**src/hw/rtl/arpc_pkg.sv**
```systemverilog
// Shared types, codes and sizes for the ARP cache resolver.
// Used by every module of the block; depends on nothing.
package arpc_pkg;

	localparam int ENTRIES_DEF = 8;
	localparam int IP_W        = 32;
	localparam int MAC_W       = 48;
	localparam int IDX_OUT_W   = 3;
	localparam int KIND_W      = 3;
	localparam int CFG_IDX_W   = 1;
	localparam int CFG_DATA_W  = 48;

	// input actions
	localparam logic [1:0] ACT_RESOLVE = 2'd0;
	localparam logic [1:0] ACT_REPLY   = 2'd1;
	localparam logic [1:0] ACT_REQUEST = 2'd2;
	localparam logic [1:0] ACT_NONE    = 2'd3;

	// result kinds
	localparam logic [KIND_W-1:0] KIND_HIT     = 3'd0;
	localparam logic [KIND_W-1:0] KIND_REQ     = 3'd1;
	localparam logic [KIND_W-1:0] KIND_REPLY   = 3'd2;
	localparam logic [KIND_W-1:0] KIND_LEARNED = 3'd3;
	localparam logic [KIND_W-1:0] KIND_IGNORED = 3'd4;

	// entry states
	localparam logic [1:0] ST_FREE       = 2'd0;
	localparam logic [1:0] ST_INCOMPLETE = 2'd1;
	localparam logic [1:0] ST_COMPLETE   = 2'd2;

	// configuration register indexes
	localparam logic [CFG_IDX_W-1:0] CFG_OWN_MAC = 1'b0;
	localparam logic [CFG_IDX_W-1:0] CFG_OWN_IP  = 1'b1;

	typedef struct packed {
		logic [1:0]       op;
		logic [IP_W-1:0]  ip;
		logic [MAC_W-1:0] mac;
		logic             pkt;
	} item_t;

	typedef struct packed {
		logic [KIND_W-1:0]    kind;
		logic [MAC_W-1:0]     mac;
		logic [IP_W-1:0]      ip;
		logic                 flush;
		logic [IDX_OUT_W-1:0] idx;
	} res_t;

	typedef struct packed {
		logic push;
		logic full;
	} qctl_t;

endpackage

```
**src/hw/rtl/arpc_front.sv**
```systemverilog
// Front end: takes command words, drops unused actions, queues the rest.
// Depends on arpc_pkg.
module arpc_front (
	input  logic                 start,
	input  logic [1:0]           action,
	input  logic [31:0]          ip_addr,
	input  logic [47:0]          mac_addr,
	input  logic                 has_packet,
	input  logic                 q_full,
	output logic                 busy,
	output arpc_pkg::qctl_t      qctl,
	output arpc_pkg::item_t      item
);
	import arpc_pkg::*;

	logic keep;

	always_comb begin
		unique case (action)
			ACT_RESOLVE, ACT_REPLY, ACT_REQUEST: keep = 1'b1;
			default: keep = 1'b0;
		endcase
	end

	assign busy      = q_full;
	assign qctl.full = q_full;
	// an unused action is taken and dropped without a result
	assign qctl.push = start && !q_full && keep;

	always_comb begin
		item.op  = action;
		item.ip  = ip_addr;
		item.mac = mac_addr;
		// the waiting mark only means something on a resolve
		item.pkt = has_packet && (action == ACT_RESOLVE);
	end

endmodule

```
**src/hw/rtl/arpc_queue.sv**
```systemverilog
// Two-word queue between front and back end.
// Depends on arpc_pkg.
module arpc_queue (
	input  logic            clk,
	input  logic            arst_n,
	input  logic            push,
	input  arpc_pkg::item_t din,
	input  logic            pop,
	output arpc_pkg::item_t dout,
	output logic            full,
	output logic            empty
);
	import arpc_pkg::*;

	item_t      mem_q [2];
	logic       wr_ptr_q;
	logic       rd_ptr_q;
	logic [1:0] cnt_q;

	assign full  = (cnt_q == 2'd2);
	assign empty = (cnt_q == 2'd0);
	assign dout  = mem_q[rd_ptr_q];

	always_ff @(posedge clk) begin
		if (push) begin
			mem_q[wr_ptr_q] <= din;
		end
	end

	always_ff @(posedge clk or negedge arst_n) begin
		if (!arst_n) begin
			wr_ptr_q <= 1'b0;
			rd_ptr_q <= 1'b0;
			cnt_q    <= 2'd0;
		end else begin
			if (push) begin
				wr_ptr_q <= !wr_ptr_q;
			end
			if (pop) begin
				rd_ptr_q <= !rd_ptr_q;
			end
			cnt_q <= cnt_q + {1'b0, push} - {1'b0, pop};
		end
	end

endmodule

```
**src/hw/rtl/arpc_back.sv**
```systemverilog
// Back end: entry table, compare stage and execute/write-back stage.
// Depends on arpc_pkg.
module arpc_back #(
	parameter int ENTRIES = arpc_pkg::ENTRIES_DEF
) (
	input  logic            clk,
	input  logic            arst_n,
	input  logic            q_empty,
	input  arpc_pkg::item_t q_item,
	output logic            pop,
	output logic            done,
	output arpc_pkg::res_t  res
);
	import arpc_pkg::*;

	localparam int IW = (ENTRIES > 1) ? $clog2(ENTRIES) : 1;

	logic [1:0]       st_q   [ENTRIES];
	logic [IP_W-1:0]  ip_q   [ENTRIES];
	logic [MAC_W-1:0] mac_q  [ENTRIES];
	logic             wait_q [ENTRIES];

	logic               valid_s1;
	item_t              item_s1;
	logic [ENTRIES-1:0] match_s1;
	logic [ENTRIES-1:0] free_s1;

	logic          hit;
	logic          free_any;
	logic [IW-1:0] hit_idx;
	logic [IW-1:0] free_idx;
	logic [IW-1:0] sel;
	logic          hit_done;
	res_t          res_d;
	logic          done_q;
	res_t          res_q;

	function automatic logic [IW-1:0] first_set(input logic [ENTRIES-1:0] v);
		logic [IW-1:0] r;
		r = '0;
		for (int i = ENTRIES - 1; i >= 0; i--) begin
			if (v[i]) begin
				r = IW'(i);
			end
		end
		return r;
	endfunction

	// one word in flight: compare, then execute, so the compare sees the last write
	assign pop = !q_empty && !valid_s1;

	always_ff @(posedge clk or negedge arst_n) begin
		if (!arst_n) begin
			valid_s1 <= 1'b0;
		end else begin
			valid_s1 <= pop;
		end
	end

	always_ff @(posedge clk) begin
		if (pop) begin
			item_s1 <= q_item;
			for (int i = 0; i < ENTRIES; i++) begin
				match_s1[i] <= (ip_q[i] == q_item.ip);
				free_s1[i]  <= (st_q[i] == ST_FREE);
			end
		end
	end

	assign hit      = |match_s1;
	assign free_any = |free_s1;
	assign hit_idx  = first_set(match_s1);
	assign free_idx = first_set(free_s1);
	// claim order: matching entry, then lowest free, then entry 0
	assign sel      = hit ? hit_idx : (free_any ? free_idx : '0);
	assign hit_done = hit && (st_q[hit_idx] == ST_COMPLETE);

	always_comb begin
		res_d.kind  = KIND_REPLY;
		res_d.mac   = item_s1.mac;
		res_d.ip    = item_s1.ip;
		res_d.flush = 1'b0;
		res_d.idx   = '0;
		case (item_s1.op)
			ACT_RESOLVE: begin
				if (hit_done) begin
					res_d.kind = KIND_HIT;
					res_d.mac  = mac_q[hit_idx];
					res_d.idx  = IDX_OUT_W'(hit_idx);
				end else begin
					res_d.kind = KIND_REQ;
					res_d.mac  = '0;
					res_d.idx  = IDX_OUT_W'(sel);
				end
			end
			ACT_REPLY: begin
				if (hit) begin
					res_d.kind  = KIND_LEARNED;
					res_d.flush = wait_q[hit_idx];
					res_d.idx   = IDX_OUT_W'(hit_idx);
				end else begin
					res_d.kind = KIND_IGNORED;
					res_d.mac  = '0;
				end
			end
			default: begin
				res_d.kind = KIND_REPLY;
			end
		endcase
	end

	always_ff @(posedge clk or negedge arst_n) begin
		if (!arst_n) begin
			for (int i = 0; i < ENTRIES; i++) begin
				st_q[i]   <= ST_FREE;
				ip_q[i]   <= '0;
				mac_q[i]  <= '0;
				wait_q[i] <= 1'b0;
			end
		end else if (valid_s1) begin
			case (item_s1.op)
				ACT_RESOLVE: begin
					if (!hit_done) begin
						st_q[sel] <= ST_INCOMPLETE;
						if (!hit) begin
							ip_q[sel] <= item_s1.ip;
						end
						if (item_s1.pkt) begin
							wait_q[sel] <= 1'b1;
						end
					end
				end
				ACT_REPLY: begin
					if (hit) begin
						mac_q[hit_idx]  <= item_s1.mac;
						wait_q[hit_idx] <= 1'b0;
						st_q[hit_idx]   <= ST_COMPLETE;
					end
				end
				default: begin
				end
			endcase
		end
	end

	always_ff @(posedge clk or negedge arst_n) begin
		if (!arst_n) begin
			done_q <= 1'b0;
		end else begin
			done_q <= valid_s1;
		end
	end

	always_ff @(posedge clk) begin
		if (valid_s1) begin
			res_q <= res_d;
		end
	end

	assign done = done_q;
	assign res  = res_q;

endmodule

```
**src/hw/rtl/arp_cache_resolver_unit.sv**
```systemverilog
// Top level of the ARP cache resolver: front end, queue, back end, config registers.
// Depends on arpc_pkg, arpc_front, arpc_queue and arpc_back.
//
//  channel   handshake             word
//  command   start && !busy        action, ip_addr, mac_addr, has_packet
//  config    cfg_valid && ready    cfg_index, cfg_data
//  result    done (one cycle)      kind, mac_out, ip_out, flush_pending, entry_index
//
// The back end holds one word at a time (compare, then execute and write back) and
// takes no new word until it is through with the last, so results never come back
// to back. A taken word goes through the queue, the compare stage and the result
// register, and waits in the queue while older words are served. The two-word queue
// lets the front take words while the back end works; busy is high only while it is
// full. Reset clears the whole table to free with IP and MAC zero. Results cannot be held off by the receiver.
module arp_cache_resolver_unit #(
	parameter int ENTRIES = arpc_pkg::ENTRIES_DEF
) (
	input  logic                                clk,
	input  logic                                arst_n,
	input  logic                                start,
	output logic                                busy,
	input  logic [1:0]                          action,
	input  logic [arpc_pkg::IP_W-1:0]           ip_addr,
	input  logic [arpc_pkg::MAC_W-1:0]          mac_addr,
	input  logic                                has_packet,
	input  logic                                cfg_valid,
	output logic                                cfg_ready,
	input  logic [arpc_pkg::CFG_IDX_W-1:0]      cfg_index,
	input  logic [arpc_pkg::CFG_DATA_W-1:0]     cfg_data,
	output logic                                done,
	output logic [arpc_pkg::KIND_W-1:0]         kind,
	output logic [arpc_pkg::MAC_W-1:0]          mac_out,
	output logic [arpc_pkg::IP_W-1:0]           ip_out,
	output logic                                flush_pending,
	output logic [arpc_pkg::IDX_OUT_W-1:0]      entry_index
);
	import arpc_pkg::*;

	qctl_t      qctl;
	item_t      f_item;
	item_t      q_item;
	logic       q_full;
	logic       q_empty;
	logic       q_pop;
	res_t       res;
	// sender addresses, set through the config channel; no output carries them
	logic [MAC_W-1:0] own_mac_q;
	logic [IP_W-1:0]  own_ip_q;

	arpc_front u_front (
		.start      (start),
		.action     (action),
		.ip_addr    (ip_addr),
		.mac_addr   (mac_addr),
		.has_packet (has_packet),
		.q_full     (q_full),
		.busy       (busy),
		.qctl       (qctl),
		.item       (f_item)
	);

	arpc_queue u_queue (
		.clk    (clk),
		.arst_n (arst_n),
		.push   (qctl.push),
		.din    (f_item),
		.pop    (q_pop),
		.dout   (q_item),
		.full   (q_full),
		.empty  (q_empty)
	);

	arpc_back #(
		.ENTRIES (ENTRIES)
	) u_back (
		.clk     (clk),
		.arst_n  (arst_n),
		.q_empty (q_empty),
		.q_item  (q_item),
		.pop     (q_pop),
		.done    (done),
		.res     (res)
	);

	assign cfg_ready = 1'b1;

	always_ff @(posedge clk or negedge arst_n) begin
		if (!arst_n) begin
			own_mac_q <= '0;
			own_ip_q  <= '0;
		end else if (cfg_valid && cfg_ready) begin
			unique case (cfg_index)
				CFG_OWN_MAC: own_mac_q <= cfg_data[MAC_W-1:0];
				CFG_OWN_IP:  own_ip_q  <= cfg_data[IP_W-1:0];
				default: begin
				end
			endcase
		end
	end

	assign kind          = res.kind;
	assign mac_out       = res.mac;
	assign ip_out        = res.ip;
	assign flush_pending = res.flush;
	assign entry_index   = res.idx;

endmodule

```
**config.mk**
```make
export PLATFORM = sky130hd
export DESIGN_NAME = arp_cache_resolver_unit
export DESIGN_NICKNAME = d
export VERILOG_FILES = /design/src/hw/rtl/arpc_pkg.sv /design/src/hw/rtl/arpc_front.sv /design/src/hw/rtl/arpc_queue.sv /design/src/hw/rtl/arpc_back.sv /design/src/hw/rtl/arp_cache_resolver_unit.sv
export SDC_FILE = /design/constraint.sdc
export NUM_CORES = 1
export LEC_CHECK = 0
export BUFFER_PORTS_ARGS = -buffer_cell sky130_fd_sc_hd__buf_4
export CORE_ASPECT_RATIO = 2
export CORE_MARGIN = 2
export CORE_UTILIZATION = 60
export CTS_CLUSTER_DIAMETER = 30
export DETAILED_ROUTE_END_ITERATION = 8
export PLACE_DENSITY = 0.82
export SYNTH_ARGS = -nofsm -noshare
export SYNTH_HDL_FRONTEND = slang
export SYNTH_SLANG_ARGS = --single-unit
```
**constraint.sdc**
```tcl
create_clock -name clk -period 10.7 [get_ports clk]
set_clock_uncertainty 0.15 [all_clocks]
set_input_delay 1.07 -clock clk [delete_from_list [all_inputs] [get_ports clk]]
set_output_delay 1.07 -clock clk [all_outputs]
set_load 0.03 [all_outputs]
```
==> summary.md <==
| Metric | Value |
|---|---|
| Outcome | `finished, final reports clean` |
| Max-slew headroom | `6.28%` |
| Core area | `71500 um^2` |
| CTS tree | `built` |
| Crit-path max FO | `49` |
| Drt first pass iters | `7` |
| Worst Setup SP | `u_back.match_s1[1]` |
| Total track usage | `31.9%` |
| First-pass GRT wire length | `176000 um` |
| Max Cap Violations | `0` |
| Min-delay worst type | `primary input to asynchronous set/reset pin` |
| Synth top cells by count | `672 x mux2_2, 670 x dfrtp_1, 352 x edfxtp_1, 259 x xnor2_1, 157 x nand2_1` |
| Count leader, synth | `mux2_2` |
| Initial antenna violation count | `2` |
| Post-Synth Simple-Gate Area | `4.53%` |
| Htree depth | `3` |
| CTS resizes | `0` |
| Xor-xnor portion of the synthesized cell area | `5.28%` |
| Stages on worst setup path | `8` |
| Critical path's top delay family | `buffers and inverters` |
| Post-synth net total | `3048` |
| Cts bufs inserted | `119` |
| Mapped Cells | `2910` |
| Io pins | `226` |
| Critical Path End Type | `flop` |
| Distinct cell type count after synthesis | `70` |
| Slew Limit Fails | `0` |
| Number of port buffers | `174` |
| Synth Warn # | `0` |
| Worst-margin pin slew | `1390 ps` |
| Clock slew at reported path FFs | `70 ps` |
| Asr flop ratio synth | `65.6%` |
| Total power | `15.9 mW` |
| Number of global-route vias before repair | `29100` |
| Starting Density | `60.4%` |
| Largest net degree at the start of global routing | `202` |
| Req. time, crit path | `11130 ps` |
| GRT overflow | `0` |
| Synth Flop Type | `dfrtp_1` |
| Detailed Route Iter0 Violations | `1865` |
| Period utilisation layout | `47.7%` |
| Worst path cell trace | `clkinv_1 -> a21oi_1 -> nor2_4 -> buf_4 -> buf_4 -> nor4_4 -> buf_4 -> mux2_2` |
| Core Rows | `139` |
| Share of cells above drive strength 1 | `36.6%` |
| Clock Tree Buf Depth | `3` |
| Sequential share of the synthesized area | `63.3%` |
| Die H | `383 um` |
| Hpwl dp | `74000 um` |
| FF-to-FF End | `u_back.mac_q[13]` |
| Mux contribution to synthesized area | `19.6%` |
| Fin util | `69.5%` |
| Launching point of the worst reg2reg path | `u_back.match_s1[1]` |
| Setup CP Type | `flop to flop` |
| Die width | `194 um` |
| Hold buffer count at CTS | `0` |
| Worst R2R Path Depth | `8` |
| Leakage | `21.2 nW` |
| Routed length per instance | `28.4 um` |
| Max Clock Freq | `196 MHz` |
| Flops & latches, synth | `1022` |
| Wirelength, routed | `118000 um` |
| Fin area | `49700 um^2` |
| DRC | `0` |
| Vias | `26600` |
| Setup TNS | `0 ps` |
| Worst-skew pair later-pin latency | `700 ps` |
| Vias per cell | `6.43` |
| Main combinational cell family by area after synthesis | `multiplexers` |
| Fraction of the mapped netlist area in adder cells | `0.0580%` |
| Clk Tree Root Cell | `clkbuf_16` |
| Buffer and inverter count on the worst path | `4` |
| GPL Wtd Cong | `0.907` |
| Yosys top cell area share | `38.9%` |
| PD cells | `320 nW/um^2` |
| Leading area contributor after synthesis | `dfrtp_1` |
| Syn avg cell area | `14.8 um^2` |
| Cell Area, Synth | `43200 um^2` |
| Peak supply drop | `0.000269 V` |
| Critical Path Sink | `u_back.mac_q[13]` |
| Placed Area | `45500 um^2` |
| Arrival @ worst endpoint | `5540 ps` |
| R2r setup slk | `5590 ps` |
| Post-synth EDFFs | `352` |
| Tmin final | `5110 ps` |
| RSZ-0062 raised after global routing | `false` |
| Synth top area cells | `dfrtp_1 39%, edfxtp_1 24%, mux2_2 18%` |
| Fillers | `4687` |
| Routed Antenna Nets | `0` |
| # setup viols final | `0` |
| Full die area | `74200 um^2` |
| Area delta synth->final | `15.2%` |
| Hold WS | `206 ps` |
| Final hold vios | `0` |
| Most frequent cell on the critical path | `buf_4` |
| Crit start category | `flop` |
| Compound-Gate Fraction of Synth Area | `5.19%` |
| Setup bufs post-CTS | `0` |
| Clk sinks | `1022` |
| Nets@finish | `3250` |
| Slowest CP cell | `clkinv_1` |
| Slowest Stage Delay on Critical Path | `910 ps` |
==> logic make-up after synthesis <==
| logic type | count (synthesis) |
|---|---|
| AO/OA/AOI/OAI | 290 |
| XOR/XNOR | 260 |
| adder cells (fa/ha/maj) | 2 |
| buffers and inverters | 193 |
| flip-flops | 1022 |
| multiplexers | 745 |
| other | 1 |
| AND/OR/NAND/NOR | 397 |
==> how the worst min path moves through the flow <==
stage	from	cells past startpoint	slack (ps)	endpoint
2_1_floorplan	u_back.wait_q[2]	2	300	u_back.wait_q[2]
3_3_place_gp	u_back.mac_q[45]	1	320	u_back.mac_q[45]
3_5_place_dp	u_back.wait_q[5]	1	330	u_back.wait_q[5]
4_1_cts	arst_n	1	220	u_back.mac_q[210]
5_1_grt	arst_n	1	270	u_back.mac_q[210]
6_report	arst_n	1	210	u_back.mac_q[210]
==> per-stage QoR <==
| stage | std cells | setup slack (ps) |
|---|---|---|
| after CTS | 4133 | 5680 |
| after detailed placement | 3907 | 5720 |
| final | 4135 | 5590 |
| after global placement | 3907 | 5770 |
| after floorplan | 2910 | 3100 |
| after global routing | 4135 | 5470 |
==> flip-flops by register name (all words and copies together), names as in the netlist, 16 cells and up <==
signal          count
u_back.item_s1     83
u_back.mac_q      384
u_back.res         87
u_back.st_q        16
u_back.ip_q       256
u_queue.mem_q     166
==> power breakdown <==
part	switching, mW	internal, mW
Clock	1.70	2.57
Combinational	2.98	1.96
Sequential	1.18	5.51
==> cell usage in the layout (no fill, tap or decap), types with 9 or more instances in the layout <==
cell        netlist  layout
a21oi_1          12      11
a31oi_1          23      23
a32o_1           48      48
a32oi_1          23      23
buf_4            10     225
bufinv_16         0      17
clkbuf_1         64      16
clkbuf_16         0     122
clkinv_4          0      16
clkinvlp_4        0      16
dfrtp_1         670     668
edfxtp_1        352     352
inv_1            45      45
inv_6             0      18
mux2_1           19      19
mux2_2          672     672
mux2i_1          22      22
mux2i_2          32      32
nand2_1         157     153
nand3_1          38      33
nand4_1          17      17
nor2_1           62      59
nor3_1            9       9
nor4_1           66      66
o21ai_0          20      19
o221ai_1         13      13
o22a_1           31      31
o22ai_1          66      66
xnor2_1         259     259
==> routing by layer <==
layer	vias to the layer above	share of wire, %	global-route usage (%)	routed length, um
met2	1169	53	57.4	62400
met1	13800	33	32.7	39000
met4	0	8.7	25.9	10300
li1	11200	-	-	-
met5	-	0	0	0
met3	473	5.1	5.00	6030
==> layout make-up <==
type                            instances  area (um^2)  share of cell area [%]
Antenna cell                            2         5.00                  0.0101
Clock inverter                         84         1070                    2.14
Inverter                               46          173                   0.347
Sequential cell                      1022        27300                    55.0
Clock buffer                          142         3170                    6.37
Timing Repair Buffer                  228         1740                    3.51
Tap cell                              916         1150                    2.31
Multi-Input combinational cell       1695        15100                    30.3
No activity file was read; power rests on OpenSTA's default activity.
